**config.mk**
```make
export PLATFORM = sky130hd
export DESIGN_NAME = heat_scale_colour_map
export DESIGN_NICKNAME = d
export VERILOG_FILES = /design/src/design/hscm_pkg.sv /design/src/design/hscm_log.sv /design/src/design/hscm_div.sv /design/src/design/hscm_lerp.sv /design/src/design/heat_scale_colour_map.sv
export SDC_FILE = /design/constraint.sdc
export NUM_CORES = 2
export LEC_CHECK = 0
export ABC_AREA = 1
export ABC_CLOCK_PERIOD_IN_PS = 14400
export BUFFER_PORTS_ARGS = -buffer_cell sky130_fd_sc_hd__buf_2
export CORE_AREA = 4 4 487 489
export DETAILED_ROUTE_END_ITERATION = 7
export DIE_AREA = 0 0 491 493
export SETUP_SLACK_MARGIN = 0.15
export SLEW_MARGIN = 20
export SYNTH_ARGS = -nofsm -noshare
export SYNTH_HDL_FRONTEND = slang
export SYNTH_SLANG_ARGS = --single-unit
```
**constraint.sdc**
```tcl
create_clock -name clk -period 14.4 [get_ports clk]
set_input_delay 2.88 -clock clk [delete_from_list [all_inputs] [get_ports clk]]
set_output_delay 2.88 -clock clk [all_outputs]
set_load 0.02 [all_outputs]
```
**src/design/hscm_pkg.sv**
```systemverilog
package hscm_pkg;

  localparam int CountBits    = 32;
  localparam int CfgIndexBits = 2;
  localparam int CfgDataBits  = 32;
  localparam int LogFracBits  = 16;

  typedef enum logic [CfgIndexBits-1:0] {
    REG_MAX_COUNT = 2'd0,
    REG_LOG_SCALE = 2'd1,
    REG_ALPHA     = 2'd2
  } cfg_reg_t;

  typedef struct packed {
    logic valid;
    logic zero;
    logic sat;
  } hscm_tag_t;

  function automatic logic [16:0] log_tab(input logic [5:0] k);
    logic [16:0] v;
    case (k)
      6'd0:  v = 17'd0;
      6'd1:  v = 17'd2909;
      6'd2:  v = 17'd5732;
      6'd3:  v = 17'd8473;
      6'd4:  v = 17'd11136;
      6'd5:  v = 17'd13727;
      6'd6:  v = 17'd16248;
      6'd7:  v = 17'd18704;
      6'd8:  v = 17'd21098;
      6'd9:  v = 17'd23433;
      6'd10: v = 17'd25711;
      6'd11: v = 17'd27936;
      6'd12: v = 17'd30109;
      6'd13: v = 17'd32234;
      6'd14: v = 17'd34312;
      6'd15: v = 17'd36346;
      6'd16: v = 17'd38336;
      6'd17: v = 17'd40286;
      6'd18: v = 17'd42196;
      6'd19: v = 17'd44068;
      6'd20: v = 17'd45904;
      6'd21: v = 17'd47705;
      6'd22: v = 17'd49472;
      6'd23: v = 17'd51207;
      6'd24: v = 17'd52911;
      6'd25: v = 17'd54584;
      6'd26: v = 17'd56229;
      6'd27: v = 17'd57845;
      6'd28: v = 17'd59434;
      6'd29: v = 17'd60997;
      6'd30: v = 17'd62534;
      6'd31: v = 17'd64047;
      6'd32: v = 17'd65536;
      default: v = 17'd0;
    endcase
    return v;
  endfunction

  function automatic logic [7:0] palette(input logic [2:0] seg, input logic [1:0] ch);
    logic [23:0] rgb;
    logic [7:0]  c;
    case (seg)
      3'd0:    rgb = 24'h440154;
      3'd1:    rgb = 24'h3b528b;
      3'd2:    rgb = 24'h21918c;
      3'd3:    rgb = 24'h5ec962;
      3'd4:    rgb = 24'hfde725;
      default: rgb = 24'h000000;
    endcase
    case (ch)
      2'd0:    c = rgb[23:16];
      2'd1:    c = rgb[15:8];
      default: c = rgb[7:0];
    endcase
    return c;
  endfunction

endpackage

```
**src/design/hscm_log.sv**
```systemverilog
module hscm_log #(
  parameter int YW = 33,
  parameter int LW = 22
) (
  input  logic          clk,
  input  logic [YW-2:0] x,
  output logic [LW-1:0] lval
);
  import hscm_pkg::*;

  localparam int PW = $clog2(YW);

  logic [YW-1:0]    y_next;
  logic [YW-1:0]    y1;
  logic [PW-1:0]    p_next;
  logic [PW-1:0]    p1;
  logic [PW-1:0]    p2;
  logic [YW+15:0]   z;
  logic [4:0]       idx2;
  logic [10:0]      r2;
  logic [16:0]      lo;
  logic [16:0]      hi;
  logic [16:0]      diff;
  logic [22:0]      prod;
  logic [LW-1:0]    lval_next;

  always_comb begin
    y_next = {1'b0, x} + YW'(1);
    p_next = '0;
    for (int i = 0; i < YW; i++) begin
      if (y_next[i]) begin
        p_next = PW'(i);
      end
    end
  end

  always_ff @(posedge clk) begin
    y1 <= y_next;
    p1 <= p_next;
  end

  assign z = {y1, 16'b0} << (PW'(YW - 1) - p1);

  always_ff @(posedge clk) begin
    idx2 <= z[YW+14 -: 5];
    r2   <= z[YW+9 -: 11];
    p2   <= p1;
  end

  always_comb begin
    lo        = log_tab({1'b0, idx2});
    hi        = log_tab({1'b0, idx2} + 6'd1);
    diff      = hi - lo;
    prod      = diff[11:0] * r2;
    lval_next = LW'({p2, 16'b0}) + LW'(lo) + LW'(prod[22:11]);
  end

  always_ff @(posedge clk) begin
    lval <= lval_next;
  end

endmodule

```
**src/design/hscm_div.sv**
```systemverilog
module hscm_div #(
  parameter int DW = 33,
  parameter int FB = 16
) (
  input  logic                clk,
  input  logic                rst,
  input  hscm_pkg::hscm_tag_t tag_in,
  input  logic [DW-1:0]       num_in,
  input  logic [DW-1:0]       den_in,
  output hscm_pkg::hscm_tag_t tag_out,
  output logic [FB-1:0]       q_out
);
  import hscm_pkg::*;

  hscm_tag_t     tag_s [0:FB];
  logic [DW-1:0] rem_s [0:FB];
  logic [DW-1:0] den_s [0:FB];
  logic [FB-1:0] q_s   [0:FB];

  assign tag_s[0] = tag_in;
  assign rem_s[0] = num_in;
  assign den_s[0] = den_in;
  assign q_s[0]   = '0;

  for (genvar i = 0; i < FB; i++) begin : g_step
    logic [DW:0] r2;
    logic        ge;

    assign r2 = {rem_s[i], 1'b0};
    assign ge = (r2 >= {1'b0, den_s[i]});

    always_ff @(posedge clk) begin
      if (rst) begin
        tag_s[i+1] <= '0;
      end else begin
        tag_s[i+1] <= tag_s[i];
      end
      rem_s[i+1] <= ge ? DW'(r2 - {1'b0, den_s[i]}) : DW'(r2);
      den_s[i+1] <= den_s[i];
      q_s[i+1]   <= {q_s[i][FB-2:0], ge};
    end
  end

  assign tag_out = tag_s[FB];
  assign q_out   = q_s[FB];

endmodule

```
**src/design/hscm_lerp.sv**
```systemverilog
module hscm_lerp #(
  parameter int FB = 16
) (
  input  logic                clk,
  input  logic                rst,
  input  hscm_pkg::hscm_tag_t tag_in,
  input  logic [FB-1:0]       q_in,
  input  logic [7:0]          alpha,
  output logic                done,
  output logic [7:0]          red,
  output logic [7:0]          green,
  output logic [7:0]          blue,
  output logic [7:0]          opacity
);
  import hscm_pkg::*;

  localparam int VW = FB + 11;

  logic [FB:0]   amt;
  logic [1:0]    seg_next;
  logic [FB+2:0] tfull;
  hscm_tag_t     tag1;
  logic [1:0]    seg1;
  logic [FB:0]   t1;
  logic [7:0]    chan [0:2];

  always_comb begin
    amt = tag_in.sat ? (FB+1)'(1) << FB : {1'b0, q_in};
    seg_next = amt[FB] ? 2'd3 : amt[FB-1:FB-2];
    tfull = {amt, 2'b0} - {1'b0, seg_next, {FB{1'b0}}};
  end

  always_ff @(posedge clk) begin
    if (rst) begin
      tag1 <= '0;
    end else begin
      tag1 <= tag_in;
    end
    seg1 <= seg_next;
    t1   <= tfull[FB:0];
  end

  for (genvar c = 0; c < 3; c++) begin : g_chan
    logic [7:0]          left;
    logic [7:0]          right;
    logic signed [8:0]   diff;
    logic signed [VW-1:0] v;

    always_comb begin
      left  = palette({1'b0, seg1}, 2'(c));
      right = palette({1'b0, seg1} + 3'd1, 2'(c));
      diff  = $signed({1'b0, right}) - $signed({1'b0, left});
      v     = $signed({3'b0, left, {FB{1'b0}}})
            + VW'(diff) * VW'($signed({1'b0, t1}))
            + $signed(VW'(1) << (FB - 1));
    end

    assign chan[c] = v[FB+7:FB];
  end

  always_ff @(posedge clk) begin
    if (rst) begin
      done <= 1'b0;
    end else begin
      done <= tag1.valid;
    end
    if (tag1.zero) begin
      red     <= '0;
      green   <= '0;
      blue    <= '0;
      opacity <= '0;
    end else begin
      red     <= chan[0];
      green   <= chan[1];
      blue    <= chan[2];
      opacity <= alpha;
    end
  end

endmodule

```
**src/design/heat_scale_colour_map.sv**
```systemverilog
// Heat colour map: turns a support count into an RGBA colour on five
// Viridis anchors, scaled linearly or logarithmically against max_count.
// Input: raise start with count; the beat is taken at every clock edge where
// start is high and busy is low. busy stays low, so a count may enter on
// every clock.
// Output: done is high for one cycle with red, green, blue and opacity; the
// receiver cannot stall, so every result is shown exactly once.
// Configuration: a write beat on cfg_valid and cfg_ready sets the register
// at cfg_index (0 max_count, 1 log_scale, 2 alpha_value) from cfg_data;
// other indexes are ignored. Write only while no count is in flight.
// Throughput is one colour per clock. The input register loads at the
// accepting edge; three logarithm stages, one restoring division step
// per fraction bit and two interpolation stages follow it.
// Reset clears the pipeline valid bits and loads max_count 0, log_scale 0
// and alpha_value 255.
module heat_scale_colour_map #(
  parameter int COUNT_WIDTH = 32,
  parameter int FRAC_BITS   = 16
) (
  input  logic                             clk,
  input  logic                             rst,
  input  logic                             start,
  output logic                             busy,
  input  logic [hscm_pkg::CountBits-1:0]   count,
  output logic                             done,
  output logic [7:0]                       red,
  output logic [7:0]                       green,
  output logic [7:0]                       blue,
  output logic [7:0]                       opacity,
  input  logic                             cfg_valid,
  output logic                             cfg_ready,
  input  logic [hscm_pkg::CfgIndexBits-1:0] cfg_index,
  input  logic [hscm_pkg::CfgDataBits-1:0] cfg_data
);
  import hscm_pkg::*;

  localparam int EW = (COUNT_WIDTH < CountBits) ? COUNT_WIDTH : CountBits;
  localparam int YW = EW + 1;
  localparam int LW = $clog2(YW + 1) + LogFracBits;
  localparam int DW = (EW > LW) ? EW : LW;

  logic [CountBits-1:0] max_count;
  logic                 log_scale;
  logic [7:0]           alpha_value;

  logic [EW-1:0] cnt_in;
  logic [EW-1:0] mx;
  hscm_tag_t     tag_next;
  hscm_tag_t     tag0;
  logic [EW-1:0] c0;
  hscm_tag_t     tag_d [1:3];
  logic [EW-1:0] c_d   [1:3];
  logic [LW-1:0] lcnt;
  logic [LW-1:0] lmax;
  logic [DW-1:0] num;
  logic [DW-1:0] den;
  hscm_tag_t     tag_q;
  logic [FRAC_BITS-1:0] q;

  assign busy      = 1'b0;
  assign cfg_ready = 1'b1;

  always_ff @(posedge clk) begin
    if (rst) begin
      max_count   <= '0;
      log_scale   <= 1'b0;
      alpha_value <= 8'd255;
    end else if (cfg_valid && cfg_ready) begin
      unique case (cfg_reg_t'(cfg_index))
        REG_MAX_COUNT: max_count   <= cfg_data;
        REG_LOG_SCALE: log_scale   <= cfg_data[0];
        REG_ALPHA:     alpha_value <= cfg_data[7:0];
        default: ;
      endcase
    end
  end

  assign cnt_in = count[EW-1:0];
  assign mx     = max_count[EW-1:0];

  always_comb begin
    tag_next.valid = start && !busy;
    tag_next.zero  = (cnt_in == '0) || (mx == '0);
    tag_next.sat   = (mx == EW'(1)) || (cnt_in >= mx);
  end

  always_ff @(posedge clk) begin
    if (rst) begin
      tag0 <= '0;
    end else begin
      tag0 <= tag_next;
    end
    c0 <= cnt_in;
  end

  hscm_log #(.YW(YW), .LW(LW)) u_log_cnt (
    .clk  (clk),
    .x    (c0),
    .lval (lcnt)
  );

  hscm_log #(.YW(YW), .LW(LW)) u_log_max (
    .clk  (clk),
    .x    (mx),
    .lval (lmax)
  );

  always_ff @(posedge clk) begin
    if (rst) begin
      tag_d[1] <= '0;
      tag_d[2] <= '0;
      tag_d[3] <= '0;
    end else begin
      tag_d[1] <= tag0;
      tag_d[2] <= tag_d[1];
      tag_d[3] <= tag_d[2];
    end
    c_d[1] <= c0;
    c_d[2] <= c_d[1];
    c_d[3] <= c_d[2];
  end

  assign num = log_scale ? DW'(lcnt) : DW'(c_d[3]);
  assign den = log_scale ? DW'(lmax) : DW'(mx);

  hscm_div #(.DW(DW), .FB(FRAC_BITS)) u_div (
    .clk     (clk),
    .rst     (rst),
    .tag_in  (tag_d[3]),
    .num_in  (num),
    .den_in  (den),
    .tag_out (tag_q),
    .q_out   (q)
  );

  hscm_lerp #(.FB(FRAC_BITS)) u_lerp (
    .clk     (clk),
    .rst     (rst),
    .tag_in  (tag_q),
    .q_in    (q),
    .alpha   (alpha_value),
    .done    (done),
    .red     (red),
    .green   (green),
    .blue    (blue),
    .opacity (opacity)
  );

endmodule
```
==> run summary <==
status -> complete, no violations
Setup-failing EPs final -> 0
DIE AREA -> 242000 um^2
clock sink total -> 1573
CP max stage cell -> dfxtp_1
r2r startpoint -> u_log_max.idx2[0]
Chip Height -> 493 um
Syn Area/Cell -> 8.10 um^2
Synth Register Bits -> 1573
Top Family by Delay on Critical Path -> adder cells
Netlist cell types -> 77
Synth Cell Area -> 92600 um^2
CTS resizes -> 0
most frequent cells in the layout -> nand2_1, inv_1, dfxtp_1
Post-Synthesis Net Count -> 12900
CP Data Required Time -> 15.12 ns
DR iter-0 viols -> 3950
Least-Margin Pin Slew -> 1.16 ns
number of antenna violations at the first check in global routing -> 5
min-delay src -> u_div.q_s[164]
Initial Utilization -> 39.9%
Max clock buf depth -> 3
Clock Skews -> 0.0479 ns
CTS H-Tree Depth -> 4
Final TNS setup -> 0 ns
EDFF count, synth -> 0
RSZ-0062 raised after global routing -> false
hold crit path type -> reg -> reg
async set-reset flop share out of synthesis -> 0%
HPWL after DPL -> 193000 um
row cnt -> 177
worst stage delay on the critical path -> 0.71 ns
Slew Limit Headroom -> 22.3%
Worst Path Arrival -> 12.93 ns
top cells by area, synth -> dfxtp_1, ha_1, fa_1, nand2_1, inv_1
post-synth top area cell -> dfxtp_1
first-pass GRT wire length -> 384000 um
max-capacitance violation count -> 0
TritonCTS clock tree -> built
Cells after Synth -> 11400
number of global-route vias before repair -> 74000
Worst setup EP type -> flop
IO Pins -> 105
fin crit period -> 12.22 ns
Setup Fix Bufs, Post-CTS -> 0
Clock Latency Late Sink -> 0.82 ns
pins over their slew limit -> 0
# hold bufs at CTS -> 0
Wirelength per Cell -> 16.2 um
CTS Buf Count -> 170
commonest non-fill, non-tap cell in the layout -> nand2_1
synthesis-to-layout area growth -> 10.2%
launch point of the worst path -> u_log_max.idx2[0]
Hold Violations, Final -> 0
Vias -> 72600
Fill cells -> 22800
synth warn -> 0
Synth top area share -> 34.0%
Worst-path clk slew -> 0.06 ns
die width -> 491 um
DRC violations left -> 0
sequential area share after synthesis -> 34.0%
crit path max fanout -> 20
DR pass1 iterations -> 6
total global routing overflow -> 0
largest net degree at the start of global routing -> 66
GPL Wtd Cong -> 0.957
Bufs and invs on worst path -> 7
Nets -> 13000
Max Clock Freq -> 81.9 MHz
fraction of layout instances using a drive strength above 1 -> 5.23%
Final period util -> 84.8%
critical path class -> reg -> reg
Worst path most repeated cell -> nand2_1
Port Buf Inserts -> 102
GR Util All Layers -> 19.4%
Primary FF master, synth -> dfxtp_1
Antenna Violating Nets Remaining -> 0
clock root cell -> clkbuf_16
via/cell ratio -> 4.95
Core Box Area -> 232000 um^2
WL final -> 238000 um
Startpoint Class -> flop
[registers in the layout, summed over array words and instances, names as in the netlist, 15 cells and up]
signal / flops
u_lerp.t1: 15
u_log_max.y1: 32
max_count: 32
u_log_max.lval: 22
u_div.tag_s: 45
u_log_cnt.lval: 22
u_div.den_s: 480
u_div.g_step.r2: 480
c_d: 96
c0: 32
u_log_cnt.y1: 32
u_log_cnt.lo: 16
u_log_max.lo: 16
u_div.q_s: 120
u_div.q_out: 16
[path summary, 6_finish.rpt]
check                            end  slack [ns]  cells after the start
setup reg to reg  u_log_max.lval[20]        2.18                     53
hold / removal        u_div.q_s[149]        0.29                      0
setup / recovery  u_log_max.lval[20]        2.18                     53
hold reg to reg       u_div.q_s[149]        0.29                      0
[worst register-to-register path: cells and delay by family, from the launching register on]
kind	cells	cell delay [ns]
adders and majority gates	9	3.76
AOI/OAI and AO/OA	15	3.14
xor gates and xnor gates	2	0.32
buffers and inverters	7	1.06
DFF	1	0.71
and+or+nand+nor	20	3.14
[cells by family after synthesis]
group / count (synthesis) / share of synthesized area, %
compound gates: 2149 / 12.9
xor+xnor: 581 / 5.52
fa+ha+maj: 1393 / 22.8
buf+inv: 2166 / 8.91
flops: 1573 / 34.0
mux: 16 / 0.173
other cells: 2 / 0.00811
simple gates: 3554 / 15.7
[stage by stage]
step	util, %	area (um^2)	cells	setup WS, ns	hold slack [ns]
after global routing	44.0	102000	14700	0.974	0.297
after CTS	44.0	102000	14700	2.15	0.291
after floorplan	-	92600	11400	4.35	0.310
after global placement	41.4	96200	14400	2.27	0.310
after detailed placement	41.4	96200	14400	2.20	0.312
final	44.0	102000	14700	2.18	0.291
[synth_stat cells, types with 6 or more instances]
| library cell | count |
|---|---|
| nor3b_1 | 6 |
| fa_1 | 493 |
| nor2_2 | 9 |
| a21boi_0 | 15 |
| xnor2_1 | 322 |
| ha_1 | 900 |
| nor4_1 | 51 |
| or2_2 | 52 |
| mux2i_1 | 16 |
| nor3_1 | 69 |
| o21ai_1 | 92 |
| inv_1 | 1854 |
| a211oi_1 | 21 |
| a311oi_1 | 12 |
| and3_1 | 7 |
| clkbuf_1 | 186 |
| o21bai_1 | 17 |
| nand3_2 | 11 |
| nand3b_1 | 6 |
| o221ai_1 | 8 |
| a21boi_1 | 32 |
| inv_2 | 20 |
| buf_1 | 9 |
| buf_2 | 58 |
| o21ai_0 | 843 |
| o211ai_1 | 60 |
| o21ai_2 | 27 |
| a21o_1 | 34 |
| a31oi_1 | 29 |
| a221o_1 | 8 |
| nand3_1 | 229 |
| buf_4 | 12 |
| a21oi_1 | 819 |
| o21a_1 | 31 |
| dfxtp_1 | 1573 |
| nor2_1 | 815 |
| o31ai_1 | 19 |
| a221oi_1 | 31 |
| nor3_2 | 7 |
| clkinv_1 | 26 |
| nand4_1 | 75 |
| xor2_1 | 255 |
| nand2_2 | 8 |
| nand2_1 | 2178 |
[layer usage]
layer / up-vias / track usage, % / part of all wire (%) / wire length, um
met5: - / 0 / 0.0055 / 13
met4: 2 / 8.20 / 4.5 / 10600
met1: 33900 / 23.1 / 42 / 101000
met3: 478 / 2.47 / 4.1 / 9670
li1: 36600 / - / - / -
met2: 1608 / 35.0 / 49 / 117000
[final cells by class]
| cell class | count | area, um^2 | area share, % |
|---|---|---|---|
| Timing Repair Buffer | 149 | 866 | 0.848 |
| Clock buffer | 228 | 4740 | 4.64 |
| Antenna cell | 2 | 5.00 | 0.00490 |
| Tap cell | 3043 | 3810 | 3.73 |
| Inverter | 1900 | 7130 | 6.98 |
| Clock inverter | 80 | 1150 | 1.13 |
| Multi-Input combinational cell | 7695 | 52900 | 51.8 |
| Sequential cell | 1573 | 31500 | 30.8 |
Power is left out: the tool's default activity adds up to more than one toggle a clock period on the data nets, which glitch-free logic cannot reach.
